**config.mk**
```make
export PLATFORM = sky130hd
export DESIGN_NAME = oss_ctrl
export DESIGN_NICKNAME = d
export VERILOG_FILES = /design/src/hw/rtl/oss_pkg.sv /design/src/hw/rtl/oss_alu.sv /design/src/hw/rtl/oss_ctrl.sv
export VERILOG_INCLUDE_DIRS = /design/src /design/src/hw/rtl
export SDC_FILE = /design/constraint.sdc
export NUM_CORES = 1
export LEC_CHECK = 0
export BUFFER_PORTS_ARGS = -buffer_cell sky130_fd_sc_hd__buf_2
export CORE_AREA = 2 2 141 143
export DETAILED_ROUTE_END_ITERATION = 8
export DIE_AREA = 0 0 143 145
export GPL_ROUTABILITY_DRIVEN = 0
export GPL_TIMING_DRIVEN = 0
export MAX_ROUTING_LAYER = met4
export PLACE_DENSITY = 0.53
export RECOVER_POWER = 50
export SLEW_MARGIN = 20
export SYNTH_ARGS = -nofsm -noshare
export SYNTH_HDL_FRONTEND = slang
export SYNTH_HIERARCHICAL = 1
export SYNTH_SLANG_ARGS = --single-unit
```
**constraint.sdc**
```tcl
create_clock -name clk -period 15.2 [get_ports clk]
set_input_delay 3.8 -clock clk [delete_from_list [all_inputs] [get_ports clk]]
set_output_delay 3.8 -clock clk [all_outputs]
set_load 0.01 [all_outputs]
```
**src/hw/rtl/order_statistic_set_core_macros.svh**
```systemverilog
// Assertion macros for the order statistic set RTL; only oss_ctrl uses them.
// Each use expects signals named clk and rst in the enclosing module.
`ifndef ORDER_STATISTIC_SET_CORE_MACROS_SVH
`define ORDER_STATISTIC_SET_CORE_MACROS_SVH
`ifndef NO_ASSERTIONS
`define OSS_ASSERT_ALWAYS(label, expr, msg) \
  label: assert property (@(posedge clk) disable iff (rst) (expr)) else $error(msg);
`define OSS_ASSERT_NEXT(label, ante, cons, msg) \
  label: assert property (@(posedge clk) disable iff (rst) (ante) |=> (cons)) else $error(msg);
`else
`define OSS_ASSERT_ALWAYS(label, expr, msg)
`define OSS_ASSERT_NEXT(label, ante, cons, msg)
`endif
`endif

```
**src/hw/rtl/oss_pkg.sv**
```systemverilog
`default_nettype none
package oss_pkg;

  localparam int KEY_W     = 12;
  localparam int KEY_SPACE = 1 << KEY_W;
  localparam int CNT_W     = KEY_W + 1;
  localparam int LVL_W     = $clog2(KEY_W);

  typedef logic [KEY_W-1:0] key_t;
  typedef logic [CNT_W-1:0] cnt_t;
  typedef logic [LVL_W-1:0] lvl_t;
  typedef logic [1:0]       op_t;

  localparam lvl_t LAST_LVL = lvl_t'(KEY_W - 1);

  localparam op_t OP_INSERT = 2'd0;
  localparam op_t OP_ERASE  = 2'd1;
  localparam op_t OP_SELECT = 2'd2;

  typedef enum logic [3:0] {
    ST_CLEAR,
    ST_IDLE,
    ST_P_RD,
    ST_P_CHK,
    ST_U_RD,
    ST_U_WR,
    ST_S_CHK,
    ST_S_RD,
    ST_S_CMP,
    ST_DONE
  } state_t;

  typedef struct packed {
    logic cnt_re;
    key_t cnt_raddr;
    logic cnt_we;
    key_t cnt_waddr;
    cnt_t cnt_wdata;
    logic pres_re;
    key_t pres_raddr;
    logic pres_we;
    key_t pres_waddr;
    logic pres_wdata;
  } mem_req_t;

  typedef struct packed {
    logic ok;
    key_t found_key;
    cnt_t set_size;
  } res_t;

endpackage
`default_nettype wire

```
**src/hw/rtl/oss_alu.sv**
```systemverilog
`default_nettype none
module oss_alu (
  input  oss_pkg::cnt_t a,
  input  oss_pkg::cnt_t b,
  input  logic          sub,
  output oss_pkg::cnt_t sum,
  output logic          borrow
);

  logic [oss_pkg::CNT_W:0] wide;

  assign wide   = sub ? ({1'b0, a} - {1'b0, b}) : ({1'b0, a} + {1'b0, b});
  assign sum    = wide[oss_pkg::CNT_W-1:0];
  assign borrow = wide[oss_pkg::CNT_W];

endmodule
`default_nettype wire

```
**src/hw/rtl/oss_ctrl.sv**
```systemverilog
`default_nettype none
`include "order_statistic_set_core_macros.svh"
module oss_ctrl (
  input  logic              clk,
  input  logic              rst,
  input  logic              in_valid,
  output logic              in_ready,
  input  oss_pkg::op_t      op,
  input  oss_pkg::key_t     key,
  input  oss_pkg::key_t     rank,
  input  logic              out_free,
  output logic              res_valid,
  output oss_pkg::res_t     res,
  output oss_pkg::mem_req_t mem_req,
  input  oss_pkg::cnt_t     cnt_rdata,
  input  logic              pres_rdata
);

  oss_pkg::state_t state, state_next;
  oss_pkg::op_t    op_q, op_q_next;
  oss_pkg::key_t   key_sh, key_sh_next;
  oss_pkg::cnt_t   rem, rem_next;
  oss_pkg::key_t   node, node_next;
  oss_pkg::lvl_t   depth, depth_next;
  oss_pkg::cnt_t   size, size_next;
  oss_pkg::key_t   clr, clr_next;
  logic            res_ok, res_ok_next;
  oss_pkg::key_t   res_key, res_key_next;

  oss_pkg::cnt_t alu_a, alu_b, alu_sum, left_cnt;
  oss_pkg::key_t child;
  logic          alu_sub, alu_borrow, upd_go, last_lvl, accept;

  oss_alu u_alu (
    .a      (alu_a),
    .b      (alu_b),
    .sub    (alu_sub),
    .sum    (alu_sum),
    .borrow (alu_borrow)
  );

  assign accept   = in_valid && in_ready;
  assign last_lvl = (depth == oss_pkg::LAST_LVL);
  assign child    = {node[oss_pkg::KEY_W-2:0], 1'b0};
  assign left_cnt = last_lvl ? oss_pkg::cnt_t'(pres_rdata) : cnt_rdata;
  assign upd_go   = ((op_q == oss_pkg::OP_INSERT) && !pres_rdata) ||
                    ((op_q == oss_pkg::OP_ERASE) && pres_rdata);
  assign res      = '{ok: res_ok, found_key: res_key, set_size: size};

  always_comb begin
    state_next = state;
    case (state)
      oss_pkg::ST_CLEAR: begin
        if (&clr) state_next = oss_pkg::ST_IDLE;
      end
      oss_pkg::ST_IDLE: begin
        if (accept) begin
          if (op == oss_pkg::OP_INSERT || op == oss_pkg::OP_ERASE) begin
            state_next = oss_pkg::ST_P_RD;
          end else if (op == oss_pkg::OP_SELECT) begin
            state_next = oss_pkg::ST_S_CHK;
          end else begin
            state_next = oss_pkg::ST_DONE;
          end
        end
      end
      oss_pkg::ST_P_RD:  state_next = oss_pkg::ST_P_CHK;
      oss_pkg::ST_P_CHK: state_next = upd_go ? oss_pkg::ST_U_RD : oss_pkg::ST_DONE;
      oss_pkg::ST_U_RD:  state_next = oss_pkg::ST_U_WR;
      oss_pkg::ST_U_WR:  state_next = last_lvl ? oss_pkg::ST_DONE : oss_pkg::ST_U_RD;
      oss_pkg::ST_S_CHK: state_next = alu_borrow ? oss_pkg::ST_S_RD : oss_pkg::ST_DONE;
      oss_pkg::ST_S_RD:  state_next = oss_pkg::ST_S_CMP;
      oss_pkg::ST_S_CMP: state_next = last_lvl ? oss_pkg::ST_DONE : oss_pkg::ST_S_RD;
      oss_pkg::ST_DONE: begin
        if (out_free) state_next = oss_pkg::ST_IDLE;
      end
      default: state_next = oss_pkg::ST_CLEAR;
    endcase
  end

  always_comb begin
    in_ready  = 1'b0;
    res_valid = 1'b0;
    mem_req   = '0;
    alu_a     = size;
    alu_b     = oss_pkg::cnt_t'(1);
    alu_sub   = (op_q == oss_pkg::OP_ERASE);
    case (state)
      oss_pkg::ST_CLEAR: begin
        mem_req.cnt_we     = 1'b1;
        mem_req.cnt_waddr  = clr;
        mem_req.pres_we    = 1'b1;
        mem_req.pres_waddr = clr;
      end
      oss_pkg::ST_IDLE: in_ready = 1'b1;
      oss_pkg::ST_P_RD: begin
        mem_req.pres_re    = 1'b1;
        mem_req.pres_raddr = key_sh;
      end
      oss_pkg::ST_P_CHK: begin
        mem_req.pres_we    = upd_go;
        mem_req.pres_waddr = key_sh;
        mem_req.pres_wdata = (op_q == oss_pkg::OP_INSERT);
      end
      oss_pkg::ST_U_RD: begin
        mem_req.cnt_re    = 1'b1;
        mem_req.cnt_raddr = node;
      end
      oss_pkg::ST_U_WR: begin
        alu_a             = cnt_rdata;
        mem_req.cnt_we    = 1'b1;
        mem_req.cnt_waddr = node;
        mem_req.cnt_wdata = alu_sum;
      end
      oss_pkg::ST_S_CHK: begin
        alu_a   = rem;
        alu_b   = size;
        alu_sub = 1'b1;
      end
      oss_pkg::ST_S_RD: begin
        mem_req.cnt_re     = !last_lvl;
        mem_req.cnt_raddr  = child;
        mem_req.pres_re    = last_lvl;
        mem_req.pres_raddr = child;
      end
      oss_pkg::ST_S_CMP: begin
        alu_a   = rem;
        alu_b   = left_cnt;
        alu_sub = 1'b1;
      end
      oss_pkg::ST_DONE: res_valid = out_free;
      default: ;
    endcase
  end

  always_comb begin
    op_q_next    = op_q;
    key_sh_next  = key_sh;
    rem_next     = rem;
    node_next    = node;
    depth_next   = depth;
    size_next    = size;
    clr_next     = clr;
    res_ok_next  = res_ok;
    res_key_next = res_key;
    case (state)
      oss_pkg::ST_CLEAR: clr_next = clr + oss_pkg::key_t'(1);
      oss_pkg::ST_IDLE: begin
        if (accept) begin
          op_q_next    = op;
          key_sh_next  = key;
          rem_next     = oss_pkg::cnt_t'(rank);
          node_next    = oss_pkg::key_t'(1);
          depth_next   = '0;
          res_ok_next  = 1'b0;
          res_key_next = '0;
        end
      end
      oss_pkg::ST_P_CHK: begin
        if (upd_go) begin
          size_next   = alu_sum;
          res_ok_next = 1'b1;
          node_next   = {node[oss_pkg::KEY_W-2:0], key_sh[oss_pkg::KEY_W-1]};
          key_sh_next = key_sh << 1;
          depth_next  = depth + oss_pkg::lvl_t'(1);
        end
      end
      oss_pkg::ST_U_WR: begin
        node_next   = {node[oss_pkg::KEY_W-2:0], key_sh[oss_pkg::KEY_W-1]};
        key_sh_next = key_sh << 1;
        depth_next  = depth + oss_pkg::lvl_t'(1);
      end
      oss_pkg::ST_S_CHK: res_ok_next = alu_borrow;
      oss_pkg::ST_S_CMP: begin
        if (alu_borrow) begin
          node_next = child;
        end else begin
          node_next = {node[oss_pkg::KEY_W-2:0], 1'b1};
          rem_next  = alu_sum;
        end
        depth_next = depth + oss_pkg::lvl_t'(1);
        if (last_lvl) res_key_next = node_next;
      end
      default: ;
    endcase
  end

  always_ff @(posedge clk) begin
    if (rst) begin
      state <= oss_pkg::ST_CLEAR;
      clr   <= '0;
      size  <= '0;
    end else begin
      state <= state_next;
      clr   <= clr_next;
      size  <= size_next;
    end
  end

  always_ff @(posedge clk) begin
    op_q    <= op_q_next;
    key_sh  <= key_sh_next;
    rem     <= rem_next;
    node    <= node_next;
    depth   <= depth_next;
    res_ok  <= res_ok_next;
    res_key <= res_key_next;
  end

  `OSS_ASSERT_ALWAYS(a_size_range, size <= oss_pkg::cnt_t'(oss_pkg::KEY_SPACE), "set size out of range")
  `OSS_ASSERT_NEXT(a_busy_after_accept, accept, !in_ready, "accepted a second transaction while busy")
  `OSS_ASSERT_NEXT(a_insert_grows, state == oss_pkg::ST_P_CHK && upd_go && op_q == oss_pkg::OP_INSERT, size == $past(size) + oss_pkg::cnt_t'(1), "insert did not grow the set")
  `OSS_ASSERT_NEXT(a_erase_shrinks, state == oss_pkg::ST_P_CHK && upd_go && op_q == oss_pkg::OP_ERASE, size == $past(size) - oss_pkg::cnt_t'(1), "erase did not shrink the set")

endmodule
`default_nettype wire

```
[Yosys cells after proc, flatten, opt, wreduce, memory -nomap -nowiden]
Index checks and enable logic that the tools add are counted.
Word-level totals
  register bits: 85
  output and inout port bits: 94
  logic and storage cells: 102
  input bits: 44
Operators by class
  reduce and logical (&&, ||, !) cells: 27
  $add $sub $neg: 4
  multiplexer cells: 42
  equal/unequal tests: 19
Operator list (number)
  13-bit case mux with 2 select lines: 7
  12-bit 2-to-1 mux: 6
  13-bit 2-to-1 mux: 4
  12-bit case mux with 4 select lines: 1
  4-bit 2-to-1 mux: 11
  4-bit case mux with 10 select lines: 1
  12-bit case mux with 3 select lines: 1
  12-bit case mux with 2 select lines: 1
  3-bit AND reduction: 7
  4-bit by 3-bit equality test with 1-bit output, second input constant: 4
  13-bit by 13-bit adder with 14-bit output: 1
  14-bit 2-to-1 mux: 1
  13-bit by 13-bit subtractor with 14-bit output: 1
  12-bit by 1-bit adder with 12-bit output, second input constant: 1
  4-bit equality test, second input constant: 3
  2-bit inequality test, second input constant: 6
  4-bit case mux with 3 select lines: 1
  12-bit AND reduction: 1
  3-bit nonzero test: 3
  4-bit by 2-bit equality test with 1-bit output, second input constant: 2
  1-bit 2-to-1 mux: 7
  4-bit by 1-bit adder with 4-bit output, second input constant: 1
  2-bit by 1-bit equality test with 1-bit output, second input constant: 2
  4-bit by 1-bit equality test with 1-bit output, second input constant: 1
  other kinds (11): 18

[Logic depth before layout (Yosys ltp)]
Gate-level depths: netlist (run 1).
  word-level depth: 8
  mapped depth: 21
  mapped depth without buffers: 18

[Cells and area by module]
Netlist (run 1), hierarchy kept.
By module, submodules not included
  oss_ctrl: times used 1, area an instance 4673.2 µm², sequential area each 2262.2 µm², cells each 468
  oss_alu: times used 1, area an instance 1009.7 µm², sequential area each 0.0 µm², cells each 142

[Least setup slack after synthesis (run 1)]
No wires, ideal clock.
  kind: in2out
  start point: in cnt_rdata[0]
  end point: out mem_req[36] (netlist bit)
  arrival time: 6.367 ns
  data required time: 11.400 ns
  cell stages on the path: 12
  slack: 5.033 ns
  path buffers: 0
  cell sequence: mux2i_1 -> o211ai_1 -> inv_1 -> ha_1 -> mux2i_1 -> ha_1 -> nor2b_1 -> o31a_1 -> o31a_1 -> or4_1 -> o311ai_1 -> and2_1
RTL lines
  from (decl): RTL line oss_ctrl.sv:15  | input oss_pkg::cnt_t cnt_rdata,
  to (decl): RTL line oss_ctrl.sv:14  | output oss_pkg::mem_req_t mem_req,

==> results of run 1 <==
## registers in the layout, indices dropped and copies added (netlist names)
register  count
depth         4
res_key      12
res_ok        1
rem          13
size         13
key_sh       12
op_q          2
state         4
node         12
clr          12
## per-layer routing
layer / vias to the layer above / share of wire
met5: - / 0
met4: 0 / 0.025
met3: 26 / 0.054
met1: 2416 / 0.45
met2: 168 / 0.47
li1: 2543 / -
## synthesized netlist by cell type, types with 3 or more instances
cell type  instances
nand2_1           85
a22o_1            58
edfxtp_1          56
nor2_1            49
and2_1            32
dfxtp_1           29
clkbuf_1          27
xnor2_1           18
mux2i_1           17
nor2b_1           17
ha_1              16
a21oi_1           14
inv_1             14
a22oi_1           13
nor3_1            13
mux2_2            12
xor2_1            11
o21ai_0           10
buf_2              9
or2_2              9
nand2b_1           8
nand3_1            8
a21o_1             7
o21a_1             7
a31oi_1            6
nand4_1            6
or3_1              5
a211oi_1           4
a41oi_1            3
and3_1             3
or4_1              3
## layout make-up
class | count | area (sq um) | area share
multi-input combinational | 472 | 3202 | 0.4590
sequential | 85 | 2262 | 0.3243
timing repair buffer | 139 | 663.1 | 0.09507
tap | 265 | 331.6 | 0.04753
clock buffer | 10 | 229.0 | 0.03283
buffer | 39 | 163.9 | 0.02350
clock inverter | 6 | 71.32 | 0.01022
inverter | 14 | 52.55 | 0.007534
## tightest hold or removal path, cell delays in order, from the launching register on
cell and delay (ns):
dfxtp_1 0.36, nand2_1 0.07, a21oi_1 0.06
## logic make-up after synthesis
group	synth area share
muxes	0.05372
and+or+nand+nor	0.2281
buffers and inverters	0.03831
DFF	0.3981
adders and majority gates	0.03875
xor gates and xnor gates	0.04469
AOI/OAI and AO/OA	0.1984
## power groups by stage
stage / clock (uW) / combinational (uW) / sequential [uW]
global placement: 0 / 17.6 / 251
global route: 243 / 19.3 / 246
CTS: 235 / 17.7 / 246
finish: 228 / 17.4 / 246
floorplan: 0 / 7.68 / 251
detailed placement: 0 / 17.6 / 251
## worst min path at each step
stage               endpoint  slack, ns  depth (start not counted)
detailed placement    clr[1]       0.53                          2
finish                clr[1]       0.54                          2
CTS                   clr[1]       0.53                          2
global route          clr[1]       0.55                          2
global placement      clr[1]       0.51                          2
floorplan             clr[1]       0.47                          2
## metrics by stage
stage / total power, uW / setup slack (ns) / hold slack [ns]
after detailed placement: 268.9 / 4.432 / 0.5251
final: 491.8 / 4.402 / 0.5404
after floorplan: 258.5 / 5.033 / 0.4740
after global placement: 268.8 / 4.438 / 0.5107
after CTS: 498.4 / 4.410 / 0.5342
after global routing: 508.4 / 4.130 / 0.5543
## placed cells by master (no fill, tap or decap), drive strengths merged, types with 3 or more instances in the layout
cell | Yosys | layout
mux2 | 12 | 12
buf | 12 | 118
edfxtp | 56 | 56
dfxtp | 29 | 29
a211oi | 4 | 4
a21oi | 14 | 14
xnor2 | 18 | 18
a31oi | 6 | 6
nor2b | 17 | 17
or3 | 5 | 5
clkbuf | 27 | 70
nand2 | 85 | 85
nor3 | 14 | 14
a22o | 58 | 58
xor2 | 11 | 11
nor2 | 49 | 49
mux2i | 17 | 17
o21a | 7 | 7
and3 | 3 | 3
and2 | 32 | 32
or4 | 3 | 3
o21ai | 11 | 11
inv | 14 | 16
nand4 | 6 | 6
nand2b | 8 | 8
a21o | 7 | 7
clkinv | 0 | 3
a22oi | 13 | 13
nand3 | 8 | 8
nor4 | 4 | 4
or2 | 9 | 9
ha | 16 | 16
a41oi | 4 | 4
==> impl_metrics.json, run 1 <==
{
  "status": "completed",
  "drc": 0,
  "slew_headroom": 0.2405,
  "cts_resized": 0,
  "hold_viol": 0,
  "min_period_ns": 10.80,
  "htree_levels": 3,
  "ys_ff_latch": 85,
  "cts_setup_buffers": 0,
  "grt_setup_unrepaired": "no",
  "grt.busiest_layer": "met2",
  "grt.met3_usage": 0.02805,
  "clk_path_buf_depth": 2,
  "path_depth": 14,
  "clkSinkCount": 85,
  "die_w_um": 143,
  "r2r_end": "rem[2]",
  "syn-num-nets": 671,
  "p_leak_uw": 0.002940,
  "dp.cells": 1014,
  "cpPeakStageDelay_ns": 0.48,
  "vias_per_cell": 5.003,
  "crit_path_start": "pres_rdata",
  "grt_use_met1": 0.2364,
  "p_per_area_nw_per_um2": 70.50,
  "fin_skew_ns": 0.007679,
  "grt_pass1_wl_mm": 28.06,
  "arrival_ns": 7.00,
  "regToRegSetupSlack_ns": 9.64,
  "nets": 821,
  "dp_hpwl_mm": 13.89,
  "post-route-period-util": 0.7104,
  "portBuffers": 136,
  "grtUsageTotal": 0.1812,
  "synth_top_area_share": 0.2959,
  "cts_hold_buffers": 0,
  "worstMarginPinSlew_ns": 1.131,
  "synth.distinct_cells": 60,
  "fp-row-count": 51,
  "stdcell_area_sq_um": 6975,
  "antenna_found_initial": 0,
  "synth_flop_cell": "edfxtp_1",
  "drtAntennaViolNets": 0,
  "placed_area_sq_um": 6746,
  "avgSynthCellArea_sq_um": 9.316,
  "clk_pin_slew_ns": 0.06,
  "setup_viol": 0,
  "clock-root-buffer": "clkbuf_16",
  "avgRoutedWirePerCell_um": 17.75,
  "crit_chain": "clkbuf_1 -> mux2i_1 -> o211ai_1 -> inv_1 -> ha_1 -> mux2i_1 -> ha_1 -> nor2b_1 -> o31a_1 -> o31a_1 -> or4_1 -> o311ai_1 -> and2_1 -> buf_2",
  "n_fill_cell": 2012,
  "grt_max_degree": 16,
  "met2_usage": 0.2835,
  "min_from": "clr[1]",
  "final_cells": 1030,
  "timing.rr.start": "state[3]",
  "async_flop_share": 0,
  "synthToLayoutAreaGrowth_pct": 22.74,
  "routed_wl_mm": 18.29,
  "io_pins": 138,
  "critPathMaxFanout": 4,
  "diodes": 0,
  "yosys_warnings": 6,
  "cts_tree": "built",
  "synth_area_leaders": "edfxtp_1 30%, dfxtp_1 10%, a22o_1 8.9%, nand2_1 5.6%, and2_1 3.5%",
  "synth_cells": 610,
  "fmax_mhz": 92.61,
  "crit_buf_inv": 3,
  "critPathRequiredTime_ns": 11.40,
  "synth_area_sq_um": 5683,
  "vias": 5153,
  "cts_inserted_buffers": 9,
  "switching_share": 0.2214,
  "core-area_sq_um": 19210,
  "crit_type": "input port to primary output",
  "endpoint": "mem_req[36]",
  "irDropWorstVdd_mv": 0.06936,
  "combPwrFrac": 0.035,
  "synth_edf_count": 56,
  "hp-class": "flop to flop",
  "drive_above_1_share": 0.2092,
  "startpoint_type": "input port",
  "synth_top_cell_by_area": "edfxtp_1",
  "drv_slew": 0,
  "p_int_uw": 382.9,
  "finalSetupTns_ns": 0,
  "drtIter0Drc": 314,
  "die-height_um": 145,
  "power.switching_uw": 108.9,
  "critPathCaptureType": "primary output",
  "final_core_util": 0.3632,
  "start_util": 0.2959,
  "grt_overflow": 0,
  "p_clk_frac": 0.464,
  "clk_latency_ns": 0.35,
  "seqPwrFrac": 0.500,
  "path_delay_family": "compound AO/OA/AOI/OAI gates",
  "cp_slowest_cell": "or4_1",
  "r2r_cells": 17,
  "grt_pass1_vias": 5030,
  "cap_violations": 0,
  "drt_pass1_iterations": 5,
  "die_area_sq_um": 20740,
  "yosysSeqAreaShare": 0.3981
}
No activity file was read; power rests on OpenSTA's default activity.
==> inputs of run 2 (changes only) <==
--- a/config.mk
+++ b/config.mk
@@ -6,10 +6,11 @@
 export SDC_FILE = /design/constraint.sdc
 export NUM_CORES = 1
 export LEC_CHECK = 0
+export ABC_AREA = 1
 export BUFFER_PORTS_ARGS = -buffer_cell sky130_fd_sc_hd__buf_2
-export CORE_AREA = 2 2 141 143
+export CORE_AREA = 2 2 144 146
 export DETAILED_ROUTE_END_ITERATION = 8
-export DIE_AREA = 0 0 143 145
+export DIE_AREA = 0 0 146 148
 export GPL_ROUTABILITY_DRIVEN = 0
 export GPL_TIMING_DRIVEN = 0
 export MAX_ROUTING_LAYER = met4
==> constraint.sdc (replaced) <==
create_clock -name clk -period 10.3 [get_ports clk]
set_input_delay 2.575 -clock clk [delete_from_list [all_inputs] [get_ports clk]]
set_output_delay 2.575 -clock clk [all_outputs]
set_load 0.01 [all_outputs]
==> impl_metrics.json, run 2 <==
{
  "synthSimpleGateAreaFrac": 0.2532,
  "startpoint_type": "input port",
  "post-route-period-util": 0.7760,
  "drc": 0,
  "timing.rr.start": "depth[0]",
  "final_core_util": 0.3570,
  "largestRegisters": "rem: 13 flops, size: 13 flops",
  "grt_overflow": 0,
  "crit_type": "input port to primary output",
  "cts_setup_buffers": 0,
  "drive_above_1_share": 0.1934,
  "worstMarginPinSlew_ns": 1.787,
  "regToRegSetupSlack_ns": 5.82,
  "r2r_cells": 29,
  "dp_hpwl_mm": 16.34,
  "path_delay_family": "simple AND/OR/NAND/NOR gates",
  "clk_pin_slew_ns": 0.07,
  "yosysSeqAreaShare": 0.3825,
  "drtIter0Drc": 446,
  "nets": 1002,
  "grt_pass1_wl_mm": 31.80,
  "synthXorXnorAreaFrac": 0.02369,
  "p_per_area_nw_per_um2": 260.8,
  "wl_met2_mm": 9.907,
  "whs_ns": 0.5139,
  "finalSetupTns_ns": 0,
  "ys_ff_latch": 85,
  "synth_edf_count": 56,
  "final_common_cell": "nand2_1",
  "cts_tree": "built",
  "final_cell_mix": "175 x nand2_1, 130 x inv_1, 121 x buf_2",
  "n_fill_cell": 2252,
  "cap_violations": 1,
  "synth_flop_cell": "edfxtp_1",
  "grtUsageTotal": 0.1970,
  "grt_max_degree": 20,
  "avgRoutedWirePerCell_um": 16.92,
  "avgSynthCellArea_sq_um": 7.487,
  "synth_top_cell_by_area": "edfxtp_1",
  "critPathRequiredTime_ns": 7.73,
  "yosys_warnings": 6,
  "grt_pass1_vias": 5849,
  "place_ws_ns": 2.449,
  "path_depth": 22,
  "min_period_ns": 7.993,
  "critPathCaptureType": "primary output",
  "violations": "max-capacitance violations, max-slew violations",
  "routed_wl_mm": 20.57,
  "vias_per_cell": 4.775,
  "synth_area_leaders": "edfxtp_1 28%, nand2_1 11%, dfxtp_1 9.8%, inv_1 8.1%, nor2_1 5.3%",
  "crit_path_start": "pres_rdata",
  "drt_pass1_iterations": 4,
  "core-area_sq_um": 20040,
  "synth_top_family_by_area": "simple AND/OR/NAND/NOR gates",
  "synth_top_area_share": 0.2843,
  "crit_buf_inv": 7,
  "syn-num-nets": 851,
  "fin_skew_ns": 0.007257,
  "cts_hold_buffers": 0,
  "status": "finished with violations",
  "die_area_sq_um": 21610,
  "arrival_ns": 5.42,
  "antenna_found_initial": 0,
  "fin_ws_ns": 2.307,
  "synthToLayoutAreaGrowth_pct": 20.94,
  "clk_path_buf_depth": 2,
  "die-height_um": 148,
  "clk_latency_ns": 0.35,
  "io_pins": 138,
  "routed.top_layer": "met4",
  "cp_slowest_cell": "ha_1",
  "cpPeakStageDelay_ns": 0.36,
  "die_w_um": 146,
  "synth_compound_area_frac": 0.1792,
  "critPathMaxFanout": 5,
  "synth_fa_ha_area_frac": 0.03723,
  "slew_headroom": -0.2039,
  "stdcell_area_sq_um": 7153,
  "yosysMostFrequentCell": "nand2_1",
  "synth.distinct_cells": 46,
  "grt_setup_unrepaired": "no",
  "placed_area_sq_um": 6985,
  "setup_viol": 0,
  "start_util": 0.2951,
  "clock-root-buffer": "clkbuf_16",
  "portBuffers": 137,
  "fmax_mhz": 125.1,
  "wl_met3_mm": 1.183,
  "yosys-top-cells-count": "174 x nand2_1, 128 x inv_1, 84 x nor2_1",
  "drtAntennaViolNets": 0,
  "fp-row-count": 52,
  "cts_resized": 0,
  "drv_slew": 13,
  "diodes": 0,
  "synth_cells": 790,
  "wl_met1_mm": 8.958,
  "endpoint": "mem_req[39]",
  "muxShareOfSynthArea": 0,
  "crit_chain": "clkbuf_1 -> inv_1 -> o2111ai_1 -> inv_1 -> ha_1 -> inv_1 -> nor2_1 -> nand3b_1 -> nand2_1 -> nand2_1 -> xor2_1 -> inv_1 -> ha_1 -> nand2_1 -> nor2_1 -> nand3_1 -> nand3_1 -> nand2_1 -> nand2_1 -> inv_1 -> nor2_1 -> buf_2",
  "hold_viol": 0,
  "synth_area_sq_um": 5914,
  "p_leak_uw": 0.003547,
  "cts_inserted_buffers": 9,
  "r2r_end": "rem[6]",
  "irDropWorstVdd_mv": 0.09204,
  "async_flop_share": 0,
  "vias": 5807,
  "hp-class": "flop to flop",
  "clkSinkCount": 85,
  "htree_levels": 3
}
==> run 2: worst min-delay path by stage <==
stage                          to  slack (ns)  cells after the start  startpoint
after floorplan           clr[11]        0.46                      2     clr[11]
after global placement     clr[7]        0.48                      1      clr[7]
after detailed placement   clr[7]        0.49                      1      clr[7]
after CTS                  clr[7]        0.52                      1      clr[7]
after global routing       clr[5]        0.55                      1      clr[5]
final                      clr[7]        0.51                      1      clr[7]
==> run 2: stage by stage <==
stage	power (uW)	std cells
finish	1866	1216
global route	2019	1216
CTS	1901	1216
detailed placement	1554	1200
floorplan	1238	790
global placement	1536	1197
==> run 2: logic make-up after synthesis <==
group                    Yosys count
XOR/XNOR                          16
AO/OA/AOI/OAI                    171
buffers and inverters            167
adder cells (fa/ha/maj)           17
AND/OR/NAND/NOR                  334
flip-flops                        85
==> run 2: layout make-up <==
type | instances | area, sq um | share of cell area
plain buffers | 29 | 188.9 | 0.02641
clock buffers | 9 | 225.2 | 0.03149
inverters | 138 | 529.3 | 0.07399
flip-flops and latches | 85 | 2262 | 0.3162
repair buffers | 140 | 671.9 | 0.09393
clock inverters | 7 | 88.84 | 0.01242
well taps | 270 | 337.8 | 0.04723
multi-input cells | 538 | 2849 | 0.3983
==> run 2: worst reg2reg max path, delay by kind of cell, from the launching register on <==
family | cells | cell delay (ns)
compound gates | 3 | 0.48
xor+xnor | 1 | 0.14
fa+ha+maj | 3 | 0.81
buf+inv | 8 | 0.91
flops | 1 | 0.41
simple gates | 14 | 1.43
==> run 2: power breakdown <==
group / switching (uW) / internal (uW) / total (uW)
registers: 26.6 / 477 / 503
clock network: 168 / 175 / 343
logic: 710 / 310 / 1020
==> run 2: per-layer routing <==
layer / GRT usage / up-vias
met5: - / -
met4: 0.06505 / 0
met3: 0.04105 / 34
met2: 0.3321 / 238
met1: 0.2362 / 2626
li1: - / 2909
